`src/rtl/cbm_pkg.sv`:
```
`default_nettype none
package cbm_pkg;

  // Bank count limits
  localparam int MAX_ROM_BANKS = 512;
  localparam int MAX_RAM_BANKS = 16;

  // Field widths
  localparam int ROM_CNT_W  = 10;
  localparam int RAM_CNT_W  = 5;
  localparam int MASK_W     = 13;
  localparam int CFG_IDX_W  = 3;
  localparam int CFG_DATA_W = 13;
  localparam int ADDR_W     = 16;
  localparam int DATA_W     = 8;
  localparam int MADDR_W    = 23;

  // Remainder unit: dividend is the 9-bit ROM bank, divisor up to 10 bits
  localparam int DVD_W     = 9;
  localparam int DIV_STEPS = DVD_W;
  localparam int CNT_W     = $clog2(DIV_STEPS);

  // Config register indexes
  localparam logic [CFG_IDX_W-1:0] CFG_ROM_BANK_COUNT = 3'd0;
  localparam logic [CFG_IDX_W-1:0] CFG_RAM_BANK_COUNT = 3'd1;
  localparam logic [CFG_IDX_W-1:0] CFG_RAM_ADDR_MASK  = 3'd2;
  localparam logic [CFG_IDX_W-1:0] CFG_RAM_PRESENT    = 3'd3;
  localparam logic [CFG_IDX_W-1:0] CFG_RUMBLE_CART    = 3'd4;

  // Result target codes
  localparam logic [1:0] TGT_OPEN = 2'd0;
  localparam logic [1:0] TGT_ROM  = 2'd1;
  localparam logic [1:0] TGT_RAM  = 2'd2;
  localparam logic [1:0] TGT_REG  = 2'd3;

  localparam logic [DATA_W-1:0] RAM_EN_KEY = 8'h0A;

  // Access class decided when the beat is taken
  typedef enum logic [2:0] {
    K_OPEN,
    K_REG,
    K_ROM0,
    K_ROMX,
    K_RAM_RD,
    K_RAM_WR
  } kind_t;

  typedef enum logic [1:0] {
    S_IDLE,
    S_DIV,
    S_OUT
  } state_t;

  typedef struct packed {
    logic load_item;
    logic div_step;
    logic load_out;
  } cmd_t;

  function automatic logic [ROM_CNT_W-1:0] clamp_rom(input logic [ROM_CNT_W-1:0] n);
    logic [ROM_CNT_W-1:0] r;
    if (n == '0) begin
      r = ROM_CNT_W'(1);
    end else if (n > ROM_CNT_W'(MAX_ROM_BANKS)) begin
      r = ROM_CNT_W'(MAX_ROM_BANKS);
    end else begin
      r = n;
    end
    return r;
  endfunction

  function automatic logic [RAM_CNT_W-1:0] clamp_ram(input logic [RAM_CNT_W-1:0] n);
    logic [RAM_CNT_W-1:0] r;
    if (n == '0) begin
      r = RAM_CNT_W'(1);
    end else if (n > RAM_CNT_W'(MAX_RAM_BANKS)) begin
      r = RAM_CNT_W'(MAX_RAM_BANKS);
    end else begin
      r = n;
    end
    return r;
  endfunction

endpackage
`default_nettype wire

```
`src/rtl/cartridge_bank_mapper_unit.sv`:
```
// MBC5-style cartridge bank mapper. Each input beat is one CPU bus access
// (req_type 0 read / 1 write, 16-bit bus_addr, bus_wdata); each yields exactly
// one output beat giving the target (open bus, ROM, cart RAM, register) and the
// physical byte address into external ROM or RAM. Writes to 0x0000-0x5FFF load
// the bank registers; cart RAM writes raise the sticky ram_dirty flag. The
// block works on one access at a time: an input beat is taken only when idle,
// and its output beat can leave once the 9 steps of the shared bit-serial
// remainder unit that reduces the bank number modulo the bank count have run,
// the result register loading with the last step, and then the output
// handshake follows. The next input beat is taken the cycle after the output
// beat leaves. Configuration (cfg_we/
// cfg_index/cfg_wdata) must be written only while no access is in flight.
`default_nettype none
module cartridge_bank_mapper_unit (
  input  wire logic                           clk,
  input  wire logic                           rst,
  // configuration
  input  wire logic                           cfg_we,
  input  wire logic [cbm_pkg::CFG_IDX_W-1:0]  cfg_index,
  input  wire logic [cbm_pkg::CFG_DATA_W-1:0] cfg_wdata,
  // access channel
  input  wire logic                           in_valid,
  output logic                                in_ready,
  input  wire logic                           req_type,
  input  wire logic [cbm_pkg::ADDR_W-1:0]     bus_addr,
  input  wire logic [cbm_pkg::DATA_W-1:0]     bus_wdata,
  // result channel
  output logic                                out_valid,
  input  wire logic                           out_ready,
  output logic [1:0]                          target,
  output logic [cbm_pkg::MADDR_W-1:0]         mem_addr,
  output logic                                mem_write,
  output logic [cbm_pkg::DATA_W-1:0]          mem_wdata,
  output logic                                ram_dirty
);
  import cbm_pkg::*;

  cmd_t cmd;

  // sequencing: idle -> remainder steps -> hold result
  cbm_ctrl u_ctrl (
    .clk       (clk),
    .rst       (rst),
    .in_valid  (in_valid),
    .in_ready  (in_ready),
    .out_valid (out_valid),
    .out_ready (out_ready),
    .cmd       (cmd)
  );

  // config/bank registers, address decode, remainder unit, result register
  cbm_datapath u_dp (
    .clk       (clk),
    .rst       (rst),
    .cmd       (cmd),
    .cfg_we    (cfg_we),
    .cfg_index (cfg_index),
    .cfg_wdata (cfg_wdata),
    .req_type  (req_type),
    .bus_addr  (bus_addr),
    .bus_wdata (bus_wdata),
    .target    (target),
    .mem_addr  (mem_addr),
    .mem_write (mem_write),
    .mem_wdata (mem_wdata),
    .ram_dirty (ram_dirty)
  );

endmodule
`default_nettype wire

```
`src/rtl/cbm_ctrl.sv`:
```
`default_nettype none
module cbm_ctrl (
  input  wire logic        clk,
  input  wire logic        rst,
  input  wire logic        in_valid,
  output logic             in_ready,
  output logic             out_valid,
  input  wire logic        out_ready,
  output cbm_pkg::cmd_t    cmd
);
  import cbm_pkg::*;

  state_t           state, state_next;
  logic [CNT_W-1:0] cnt, cnt_next;
  logic             last_step;

  assign last_step = (cnt == CNT_W'(DIV_STEPS - 1));

  always_ff @(posedge clk) begin
    if (rst) begin
      state <= S_IDLE;
      cnt   <= '0;
    end else begin
      state <= state_next;
      cnt   <= cnt_next;
    end
  end

  // next state
  always_comb begin
    state_next = state;
    cnt_next   = cnt;
    unique case (state)
      S_IDLE: begin
        cnt_next = '0;
        if (in_valid) state_next = S_DIV;
      end
      S_DIV: begin
        cnt_next = cnt + CNT_W'(1);
        if (last_step) state_next = S_OUT;
      end
      S_OUT: begin
        if (out_ready) state_next = S_IDLE;
      end
      default: state_next = S_IDLE;
    endcase
  end

  // outputs
  always_comb begin
    in_ready      = 1'b0;
    out_valid     = 1'b0;
    cmd.load_item = 1'b0;
    cmd.div_step  = 1'b0;
    cmd.load_out  = 1'b0;
    unique case (state)
      S_IDLE: begin
        in_ready      = 1'b1;
        cmd.load_item = in_valid;
      end
      S_DIV: begin
        cmd.div_step = 1'b1;
        cmd.load_out = last_step;
      end
      S_OUT: begin
        out_valid = 1'b1;
      end
      default: ;
    endcase
  end

endmodule
`default_nettype wire

```
`src/rtl/cbm_datapath.sv`:
```
`default_nettype none
module cbm_datapath (
  input  wire logic                           clk,
  input  wire logic                           rst,
  input  wire cbm_pkg::cmd_t                  cmd,
  input  wire logic                           cfg_we,
  input  wire logic [cbm_pkg::CFG_IDX_W-1:0]  cfg_index,
  input  wire logic [cbm_pkg::CFG_DATA_W-1:0] cfg_wdata,
  input  wire logic                           req_type,
  input  wire logic [cbm_pkg::ADDR_W-1:0]     bus_addr,
  input  wire logic [cbm_pkg::DATA_W-1:0]     bus_wdata,
  output logic [1:0]                          target,
  output logic [cbm_pkg::MADDR_W-1:0]         mem_addr,
  output logic                                mem_write,
  output logic [cbm_pkg::DATA_W-1:0]          mem_wdata,
  output logic                                ram_dirty
);
  import cbm_pkg::*;

  // config
  logic [ROM_CNT_W-1:0] rom_bank_count;
  logic [RAM_CNT_W-1:0] ram_bank_count;
  logic [MASK_W-1:0]    ram_addr_mask;
  logic                 ram_present;
  logic                 rumble_cart;

  // bank state
  logic [7:0] rom_bank_low;
  logic       rom_bank_high;
  logic [3:0] ram_bank;
  logic       ram_enable;
  logic       dirty_flag;

  // held item
  kind_t             kind, kind_next;
  logic [ADDR_W-1:0] addr_q;
  logic [DATA_W-1:0] wdata_q;

  // remainder unit
  logic [DVD_W-1:0]     dvd;
  logic [ROM_CNT_W-1:0] divisor;
  logic [ROM_CNT_W-1:0] rem;
  logic [ROM_CNT_W:0]   trial;
  logic [ROM_CNT_W-1:0] rem_next;

  logic ram_ok, in_ram_win, is_reg_wr;

  always_ff @(posedge clk) begin
    if (rst) begin
      rom_bank_count <= ROM_CNT_W'(2);
      ram_bank_count <= RAM_CNT_W'(1);
      ram_addr_mask  <= '0;
      ram_present    <= 1'b0;
      rumble_cart    <= 1'b0;
    end else if (cfg_we) begin
      unique case (cfg_index)
        CFG_ROM_BANK_COUNT: rom_bank_count <= cfg_wdata[ROM_CNT_W-1:0];
        CFG_RAM_BANK_COUNT: ram_bank_count <= cfg_wdata[RAM_CNT_W-1:0];
        CFG_RAM_ADDR_MASK:  ram_addr_mask  <= cfg_wdata[MASK_W-1:0];
        CFG_RAM_PRESENT:    ram_present    <= cfg_wdata[0];
        CFG_RUMBLE_CART:    rumble_cart    <= cfg_wdata[0];
        default: ;
      endcase
    end
  end

  assign ram_ok     = ram_present & ram_enable;
  assign in_ram_win = (bus_addr[15:13] == 3'b101);
  assign is_reg_wr  = req_type && (bus_addr < 16'h6000);

  always_comb begin
    kind_next = K_OPEN;
    if (req_type) begin
      if (is_reg_wr)                 kind_next = K_REG;
      else if (in_ram_win && ram_ok) kind_next = K_RAM_WR;
    end else begin
      if (bus_addr[15:14] == 2'b00)      kind_next = K_ROM0;
      else if (bus_addr[15:14] == 2'b01) kind_next = K_ROMX;
      else if (in_ram_win && ram_ok)     kind_next = K_RAM_RD;
    end
  end

  // bank registers update when the beat is taken
  always_ff @(posedge clk) begin
    if (rst) begin
      rom_bank_low  <= 8'd1;
      rom_bank_high <= 1'b0;
      ram_bank      <= '0;
      ram_enable    <= 1'b0;
      dirty_flag    <= 1'b0;
    end else if (cmd.load_item) begin
      if (is_reg_wr) begin
        unique case (bus_addr[15:12])
          4'h0, 4'h1: ram_enable    <= (bus_wdata == RAM_EN_KEY);
          4'h2:       rom_bank_low  <= bus_wdata;
          4'h3:       rom_bank_high <= bus_wdata[0];
          default:    ram_bank      <= rumble_cart ? {1'b0, bus_wdata[2:0]} : bus_wdata[3:0];
        endcase
      end
      if (kind_next == K_RAM_WR) dirty_flag <= 1'b1;
    end
  end

  always_ff @(posedge clk) begin
    if (rst) begin
      kind <= K_OPEN;
    end else if (cmd.load_item) begin
      kind <= kind_next;
    end
  end

  always_ff @(posedge clk) begin
    if (cmd.load_item) begin
      addr_q  <= bus_addr;
      wdata_q <= bus_wdata;
    end
  end

  // restoring remainder, one dividend bit per step
  assign trial = {rem, dvd[DVD_W-1]};
  always_comb begin
    if (trial >= {1'b0, divisor}) rem_next = ROM_CNT_W'(trial - {1'b0, divisor});
    else                          rem_next = trial[ROM_CNT_W-1:0];
  end

  always_ff @(posedge clk) begin
    if (cmd.load_item) begin
      rem <= '0;
      if (kind_next == K_ROMX) begin
        dvd     <= {rom_bank_high, rom_bank_low};
        divisor <= clamp_rom(rom_bank_count);
      end else begin
        dvd     <= {{(DVD_W-4){1'b0}}, ram_bank};
        divisor <= {{(ROM_CNT_W-RAM_CNT_W){1'b0}}, clamp_ram(ram_bank_count)};
      end
    end else if (cmd.div_step) begin
      rem <= rem_next;
      dvd <= {dvd[DVD_W-2:0], 1'b0};
    end
  end

  // result register, loaded with the final remainder step
  always_ff @(posedge clk) begin
    if (cmd.load_out) begin
      ram_dirty <= dirty_flag;
      mem_write <= 1'b0;
      mem_wdata <= '0;
      mem_addr  <= '0;
      unique case (kind)
        K_OPEN:  target <= TGT_OPEN;
        K_REG:   target <= TGT_REG;
        K_ROM0: begin
          target   <= TGT_ROM;
          mem_addr <= {{(MADDR_W-14){1'b0}}, addr_q[13:0]};
        end
        K_ROMX: begin
          target   <= TGT_ROM;
          mem_addr <= {rem_next[8:0], addr_q[13:0]};
        end
        K_RAM_RD: begin
          target   <= TGT_RAM;
          mem_addr <= {6'd0, rem_next[3:0], addr_q[12:0] & ram_addr_mask};
        end
        K_RAM_WR: begin
          target    <= TGT_RAM;
          mem_addr  <= {6'd0, rem_next[3:0], addr_q[12:0] & ram_addr_mask};
          mem_write <= 1'b1;
          mem_wdata <= wdata_q;
        end
        default: target <= TGT_OPEN;
      endcase
    end
  end

endmodule
`default_nettype wire

```
`config.mk`:
```
export PLATFORM = sky130hd
export DESIGN_NAME = cartridge_bank_mapper_unit
export DESIGN_NICKNAME = d
export VERILOG_FILES = /design/src/rtl/cbm_pkg.sv /design/src/rtl/cartridge_bank_mapper_unit.sv /design/src/rtl/cbm_ctrl.sv /design/src/rtl/cbm_datapath.sv
export SDC_FILE = /design/constraint.sdc
export NUM_CORES = 1
export LEC_CHECK = 0
export ABC_CLOCK_PERIOD_IN_PS = 3670
export BUFFER_PORTS_ARGS = -buffer_cell sky130_fd_sc_hd__buf_2
export CAP_MARGIN = 20
export CORE_UTILIZATION = 52
export CTS_CLUSTER_DIAMETER = 60
export DETAILED_ROUTE_END_ITERATION = 8
export PLACE_DENSITY = 0.76
export SYNTH_ARGS = -nofsm -noshare
export SYNTH_HDL_FRONTEND = slang
export SYNTH_SLANG_ARGS = --single-unit
```
`constraint.sdc`:
```
create_clock -name clk -period 3.67 [get_ports clk]
set_input_delay 0.1835 -clock clk [delete_from_list [all_inputs] [get_ports clk]]
set_output_delay 0.1835 -clock clk [all_outputs]
set_load 0.005 [all_outputs]
```
==> results.txt, run 1 <==
- The kind of cell with the highest combined delay along the critical path is compound AO/OA/AOI/OAI gates.
- Path class of the lowest-slack min-delay path: input port to flip-flop
- Overflow left after global routing: 0
* Residual antenna-violating net count after detailed routing: 0
- Overall power consumption after layout is estimated at 0.00438 W.
- Final hold vios: 0
* Count of unresolved DRC violations after routing: 0
* Post-synthesis net count: 628
* Count of cells resized by post-cts repair: 0
- Via count of the routed design: 4635
- Counting flops and latches in the post-synthesis netlist gives 140.
- Final weighted congestion in routability-driven placement: 0.856
* Via count of the first global-routing pass: 4433
* Number of H-tree levels: 4
- The largest single stage delay on the critical path is 0.75 ns.
- In the global route stage, overall resource usage came out at 23.9%.
- Layout cells sized above 1: 19.0%
- For the worst setup path, the data arrival time is 2.90 ns.
- The worst-case IR drop observed on VDD is 0.000448 V.
- Number of flops mapped to enable cells by yosys: 76
- The die is 110 um tall.
* Critical path cell sequence: ha_1 > a21oi_1 > o22ai_1 > o31ai_4 > mux2i_1 > o22ai_1
* Main synth FF type: sky130_fd_sc_hd__edfxtp_1
* Source-to-sink clock delay at the later pin of the worst-skew pair: 0.42 ns
- NumNets Final: 726
- Syn_area_per_cell: 10.6 sq um
- At the pin with the least slew margin, the transition time is 0.999 ns.
* Synthesized netlist cell count: 569
* Share of the yosys chip area belonging to registers: 58.9%
- Setup repair after global routing missed its margin: no
* Min cycle time layout: 2.76 ns
- Largest fanout on the critical path: 14
* Wire per inst: 16.6 um
- Clock Skews: 0.00509 ns
- TritonCTS created 17 clock buffers.
- Number of antenna violations at the first check in global routing: 0
- Global-route wire length before repair: 21.3 mm
* Max-slew violations: 0
- Port buffer count: 82
* Largest net degree at the start of global routing: 55
* Inserted Diodes: 0
* Site row count: 39
- Setup violations remaining at the end of the flow were counted as 0.
- Final Routed Wirelength: 13.6 mm
- Result of the run: complete, no violations
- Clock tree synthesis found a total of 140 sinks.
- Die Wd: 110 um
* Critical path capture point type: flip-flop
* Number of maximum-capacitance violations: 0
- Area Growth Syn to Fin: 21.9%
* Start-to-end type of the worst setup path: flip-flop to flip-flop
- Max_slew headroom: 33.4%
* Library cell used as clock root buffer: sky130_fd_sc_hd__clkbuf_16
* Total half-perimeter wirelength after legalization and detailed placement: 8.96 mm
- Share of flip-flops with an asynchronous set or reset: 0%
- STA classifies the critical path startpoint as a flip-flop.
* Core Area: 11400 sq um
* Clock slew at the register clock pins of the worst setup and hold paths: 0.06 ns
* Cell variety after synth: 57
- Detailed-routing iteration count for the pre-antenna-repair pass: 5
- Counting stages on the worst path, the most repeated cell is sky130_fd_sc_hd__o22ai_1.
- Data on the critical path is required at its endpoint by 3.81 ns.
* Final sum of negative setup slack: 0 ns
- Using the TritonRoute via totals, the vias-per-cell ratio works out to 5.63.
* Clock tree from TritonCTS: yes
- Post-CTS timing repair inserted 0 buffers for setup.
- Highest clock rate: 0.363 GHz
* Cell with the largest stage delay on the worst path: sky130_fd_sc_hd__o31ai_4
- The detailed router finished its first iteration with 347 violations.
* Count of synthesis-stage warnings from yosys: 0
* Tcrit/Tclk final: 75.1%
- For this design the static power due to leakage is 2.79 nW.
- Boundary Pins: 83
- Count of buffering cells on the critical path with inverters included: 0
- The longest clock path from root to sink contains 2 buffers.
* Mapped Area: 6050 sq um
- Die footprint: 12100 sq um
- Initial core utilization: 53.2%
* Power per Cell Area: 594 nW/um^2
==> worst min-delay path, stage by stage <==
cell and delay [ns]:
sky130_fd_sc_hd__buf_2 0.10, sky130_fd_sc_hd__nand2_1 0.05, sky130_fd_sc_hd__a21oi_1 0.05
==> layer usage <==
metal	GRT usage [%]	part of all wire (%)	wire length [um]	vias to the layer above
li1	-	-	-	2235
met1	29.6	43	5880	2229
met2	39.0	49	6700	143
met3	5.45	5.5	754	28
met4	12.2	2.2	297	0
met5	0	0	0	-
==> cell type report <==
cell class	count	area, sq um
Tap cell	143	179
Fill cell	888	4000
Multi-Input combinational cell	382	2300
Inverter	21	78.8
Clock buffer	22	495
Clock inverter	10	110
Sequential cell	140	3560
Timing Repair Buffer	105	646
==> where the power goes <==
group          internal, W  leakage [nW]  total (W)  switching [W]
logic             0.000353          1.30   0.000857       0.000504
clock network      0.00109         0.301    0.00173       0.000635
registers          0.00174          1.20    0.00180      0.0000575
total              0.00319          2.79    0.00438        0.00120
==> cells in the mapped netlist, drive strengths merged, types with 8 or more instances <==
cell    instances  area share (%)
a21oi          39             3.3
and3           10             1.0
a22o            8             1.2
nor2           57             3.5
mux2i          25             4.1
a31oi           8            0.83
dfxtp          64              21
nand2          90             5.6
nand3          15             1.2
clkbuf         22             1.4
nor2b           8            0.83
a21boi         14             1.7
edfxtp         76              38
ha             12             2.5
o21ai          11            0.91
inv            21             1.3
==> state kept, by name (all words and copies together) (netlist names), 2 cells and up <==
name and count:
u_dp.dvd 9, u_dp.divisor 10, u_dp.rom_bank_count 10, u_ctrl.cnt 4, u_dp.target 2, u_dp.rom_bank_low 8
u_dp.addr_q 14, u_ctrl.state 2, u_dp.wdata_q 8, u_dp.ram_addr_mask 13, u_dp.mem_wdata 8, u_dp.rem 10
u_dp.mem_addr 23, u_dp.ram_bank_count 5, u_dp.kind 3, u_dp.ram_bank 4
==> what timing repair did <==
action,CTS,global route
endpoints found under the setup margin,0,0
hold endpoints to repair,19,1
hold buffers,19,1
==> per-stage QoR <==
step           area, sq um  std cells  util (%)  hold WS (ns)  worst slack, ns
6_report              7370        823      64.9        0.0137            0.914
5_1_grt               7370        823      64.9        0.0196            0.733
4_1_cts               7360        822      64.8      0.000255            0.925
3_3_place_gp          6570        771      57.8         0.360             1.10
3_5_place_dp          6570        771      57.8         0.362            0.953
2_1_floorplan         6050        569         -         0.282            0.133
==> placed cells by master, fill, tap and decap left out, types with 4 or more instances in the layout <==
cell type                        n
sky130_fd_sc_hd__a21boi_0       14
sky130_fd_sc_hd__a21oi_1        38
sky130_fd_sc_hd__a22o_1          8
sky130_fd_sc_hd__a31oi_1         8
sky130_fd_sc_hd__and2_1          7
sky130_fd_sc_hd__and3_1         10
sky130_fd_sc_hd__buf_2          82
sky130_fd_sc_hd__clkbuf_16      18
sky130_fd_sc_hd__clkinv_2        5
sky130_fd_sc_hd__dfxtp_1        64
sky130_fd_sc_hd__dlygate4sd3_1  20
sky130_fd_sc_hd__edfxtp_1       76
sky130_fd_sc_hd__ha_1           12
sky130_fd_sc_hd__inv_1          21
sky130_fd_sc_hd__mux2i_1        25
sky130_fd_sc_hd__nand2_1        90
sky130_fd_sc_hd__nand2b_1        6
sky130_fd_sc_hd__nand3_1        15
sky130_fd_sc_hd__nand3b_1        7
sky130_fd_sc_hd__nor2_1         57
sky130_fd_sc_hd__nor2b_1         8
sky130_fd_sc_hd__nor3_1          6
sky130_fd_sc_hd__nor4_1          4
sky130_fd_sc_hd__o21ai_0         5
sky130_fd_sc_hd__o21ai_1         6
sky130_fd_sc_hd__o22ai_1         6
==> path summary, 6_finish.rpt <==
check	from	endpoint	slack [ns]	depth (start not counted)
max	u_dp.rem[5]	u_dp.mem_addr[16]	0.91	6
min	cfg_wdata[5]	u_dp.rom_bank_count[5]	0.01	3
max reg2reg	u_dp.rem[5]	u_dp.mem_addr[16]	0.91	6
min reg2reg	u_dp.dirty_flag	u_dp.ram_dirty	0.44	0
==> logic make-up (layout without fill, tap and decap cells) <==
logic type | after synthesis | count (layout) | synth area share, %
multiplexers | 28 | 28 | 4.69
XOR/XNOR | 3 | 3 | 0.434
AO/OA/AOI/OAI | 109 | 109 | 12.1
adder cells (fa/ha/maj) | 13 | 13 | 2.81
flip-flops | 140 | 140 | 58.9
AND/OR/NAND/NOR | 229 | 229 | 17.9
buffers and inverters | 47 | 158 | 3.14
Power figures use the tool's default switching activity.
==> run 2, diff against run 1 <==
--- a/config.mk
+++ b/config.mk
@@ -5,7 +5,7 @@
 export SDC_FILE = /design/constraint.sdc
 export NUM_CORES = 1
 export LEC_CHECK = 0
-export ABC_CLOCK_PERIOD_IN_PS = 3670
+export ABC_CLOCK_PERIOD_IN_PS = 2400
 export BUFFER_PORTS_ARGS = -buffer_cell sky130_fd_sc_hd__buf_2
 export CAP_MARGIN = 20
 export CORE_UTILIZATION = 52
==> constraint.sdc (replaced) <==
create_clock -name clk -period 2.4 [get_ports clk]
set_input_delay 0.12 -clock clk [delete_from_list [all_inputs] [get_ports clk]]
set_output_delay 0.12 -clock clk [all_outputs]
set_load 0.005 [all_outputs]
==> run 2 against run 1 <==
Compared with the run above:
- first-iteration DRC count fell by 18%
- non-clock buffer count is 37 higher
- die area is the same
- clock skew grew 0.0051 ns
- fmax grew 17%
- register-to-register slack got worse by 0.87 ns
- combinational power up 79%
- sequential cell count stayed put
- count of clock-buffer cells in the layout increased by 2
- via count up 4.6%
- critical endpoint is now u_dp.mem_addr[14]
- highest routed layer unchanged
==> results.txt, run 2 (same netlist as run 1, synthesis figures left out) <==
- The ratio of routed vias to standard cells came to 5.64 (+0.14%).
- Via count of the first global-routing pass: 4755 (+7.3%)
* Clock tree from TritonCTS: yes
- The max-capacitance violation count is 0 (unchanged).
- The flow ran to the end, and the final reports show no timing, DRC or antenna violations.
- The area growth from synthesis to layout is 26.6%.
- Final Routed Wirelength: 14.7 mm (+7.8%)
* Registers with the most flip-flops: u_dp.mem_addr x23, u_dp.addr_q x14, u_dp.ram_addr_mask x13
* Min cycle time layout: 2.35 ns (-0.403 ns)
* Total routing usage reported by global routing: 26.0% (+2.1 points)
* Height of the die: 110 um (unchanged)
- The actual slew at the worst max-slew pin was 0.693 ns (-0.306 ns).
- Largest net degree at the start of global routing: 42 (-24%)
- The number of non-filler instances in the completed layout was 860 (+4.5%).
- Clock slew at the register clock pins of the worst setup and hold paths: 0.06 ns (about the same)
- The reported leakage power came to 2.94 nW (+5.1%).
* Count of unresolved DRC violations after routing: 0 (unchanged)
- The total overflow reported by the global router was 0 (unchanged).
- Worst supply voltage drop on vdd: 0.000588 V (+31%)
* Data arrival, critical path: 2.60 ns (-0.30 ns)
- The final count of negative-setup-slack endpoints came to 0 (unchanged).
- The fraction of final layout cells with drive strength greater than 1 was 20.8% (+1.8 points).
* Final weighted congestion in routability-driven placement: 0.928 (+8.5%)
- Die Wd: 110 um (unchanged)
- The critical path is of the flip-flop to flip-flop type.
- Inserted Diodes: 0 (unchanged)
- NumNets Final: 763 (+5.1%)
* Iter 0 DRT Violations: 284 (-18%)
- Initial core utilization: 53.2% (unchanged)
- Highest clock rate: 0.425 GHz (+17%)
- The relative slew slack was 53.7% (+20 points).
- The number of instances in the placed design is 788 (+2.2%).
- Top reg by flops: u_dp.mem_addr
- Boundary Pins: 83 (unchanged)
- Detailed-routing iteration count for the pre-antenna-repair pass: 5 (unchanged)
- Largest fanout on the critical path: 5 (-9)
- STA classifies the critical path startpoint as a flip-flop.
- Wire per inst: 17.1 um (+3.2%)
* Power per Cell Area: 882 nW/um^2 (+48%)
- Setup repair after global routing missed its margin: yes
- The worst-case hold slack was 0.0476 ns (+0.0339 ns).
* Source-to-sink clock delay at the later pin of the worst-skew pair: 0.43 ns (about the same)
- Final Worst Setup Slack: 0.0473 ns (-0.867 ns)
* Final hold vios: 0 (unchanged)
* Number of H-tree levels: 4 (unchanged)
* Site row count: 39 (unchanged)
- Placed Instance Area: 6690 sq um (+1.8%)
- The library cells used most frequently in the layout, excluding fill and tap cells, are sky130_fd_sc_hd__nand2_1, sky130_fd_sc_hd__buf_2, sky130_fd_sc_hd__edfxtp_1, sky130_fd_sc_hd__dfxtp_1, sky130_fd_sc_hd__nor2_1.
* Via count of the routed design: 4850 (+4.6%)
- The number of fill cells in the layout is 856 (-3.6%).
- The number of pins exceeding their max-slew limit in the final report came to 0 (unchanged).
* Total half-perimeter wirelength after legalization and detailed placement: 9.51 mm (+6.1%)
* Global-route wire length before repair: 23.2 mm (+8.6%)
- The placeable core region came to 11400 sq um (unchanged).
- The cell sitting at the root of the clock tree is a sky130_fd_sc_hd__clkbuf_16.
* Critical path capture point type: flip-flop
- Port buffer count: 82 (unchanged)
- The clock tree buffer depth was 2 (unchanged).
* Post-placement setup slack: 0.0490 ns (-0.904 ns)
* Path class of the lowest-slack min-delay path: input port to flip-flop
* Die footprint: 12100 sq um (unchanged)
- Tcrit/Tclk final: 98.0% (+23 points)
* Critical path required time: 2.65 ns (-1.16 ns)
- The number of routed nets with antenna violations was 0 (unchanged).
- Most common cell after layout, fill and taps aside: sky130_fd_sc_hd__nand2_1
- The number of antenna violations at the first check in global routing is 0 (unchanged).
- Non-Filler Cell Area, Final: 7660 sq um (+3.9%)
- Cts bufs inserted: 17 (unchanged)
- Clock Skews: 0.0102 ns (+0.00513 ns)
- The number of clock sinks seen by CTS came to 140 (unchanged).
- The flip-flop count of the largest register after layout came to 23 (unchanged).
run 2: changes by cell type in the layout (fill, tap and decap cells not counted), sizes merged:
cell	before	now
buf	85	105
bufinv	2	0
clkbuf	22	24
clkinvlp	1	0
dlygate4sd3	20	37
inv	22	23
run 2: area by class of cell:
cell class,instances,area (sq um),share of cell area (%)
clock buffers,24,504,6.58
clock inverters,8,56.3,0.735
inverters,21,78.8,1.03
multi-input cells,382,2330,30.4
flip-flops and latches,140,3560,46.5
well taps,143,179,2.34
repair buffers,142,953,12.4
run 2: stage by stage:
| step | util [%] | TNS, ns | power (W) |
|---|---|---|---|
| floorplan | - | 0 | 0.00377 |
| global placement | 58.8 | 0 | 0.00414 |
| detailed placement | 58.8 | 0 | 0.00418 |
| CTS | 67.0 | 0 | 0.00668 |
| global route | 67.4 | -0.0339 | 0.00703 |
| finish | 67.4 | 0 | 0.00676 |
run 2: final timing paths:
| check | endpoint | slack (ns) | cells past startpoint | start |
|---|---|---|---|---|
| worst min-delay path | u_dp.ram_bank[3] | 0.05 | 3 | bus_addr[14] |
| worst max register to register | u_dp.mem_addr[14] | 0.05 | 8 | u_dp.divisor[6] |
| worst min register to register | u_dp.ram_bank[3] | 0.46 | 2 | u_dp.ram_bank[3] |
| worst max-delay path | u_dp.mem_addr[14] | 0.05 | 8 | u_dp.divisor[6] |
run 2: power by group:
part	switching, W	total [W]	leakage, nW	internal, W
clock network	0.000996	0.00247	0.279	0.00147
logic	0.000845	0.00153	1.46	0.000685
registers	0.0000937	0.00276	1.20	0.00266
run 2: timing repair:
| action | CTS | global route |
|---|---|---|
| setup buffers | 0 | 3 |
| gates resized for setup | 0 | 4 |
| hold buffers | 37 | 0 |
| hold endpoints to repair | 53 | 0 |
| endpoints found under the setup margin | 0 | 6 |
run 2: routing by layer:
layer	wire (um)	track usage [%]	up-vias
li1	-	-	2312
met1	6250	32.4	2339
met5	0	0	-
met3	781	5.75	33
met2	7320	43.1	166
met4	350	11.5	0
run 2: worst max-delay path, stage by stage (launching register included):
cell and delay, ns:
sky130_fd_sc_hd__edfxtp_1 0.37, sky130_fd_sc_hd__inv_1 0.08, sky130_fd_sc_hd__ha_1 0.25, sky130_fd_sc_hd__nand4_1 0.24, sky130_fd_sc_hd__o311ai_2 0.17, sky130_fd_sc_hd__o31ai_4 0.35
sky130_fd_sc_hd__buf_4 0.18, sky130_fd_sc_hd__mux2_2 0.36, sky130_fd_sc_hd__o22ai_1 0.17
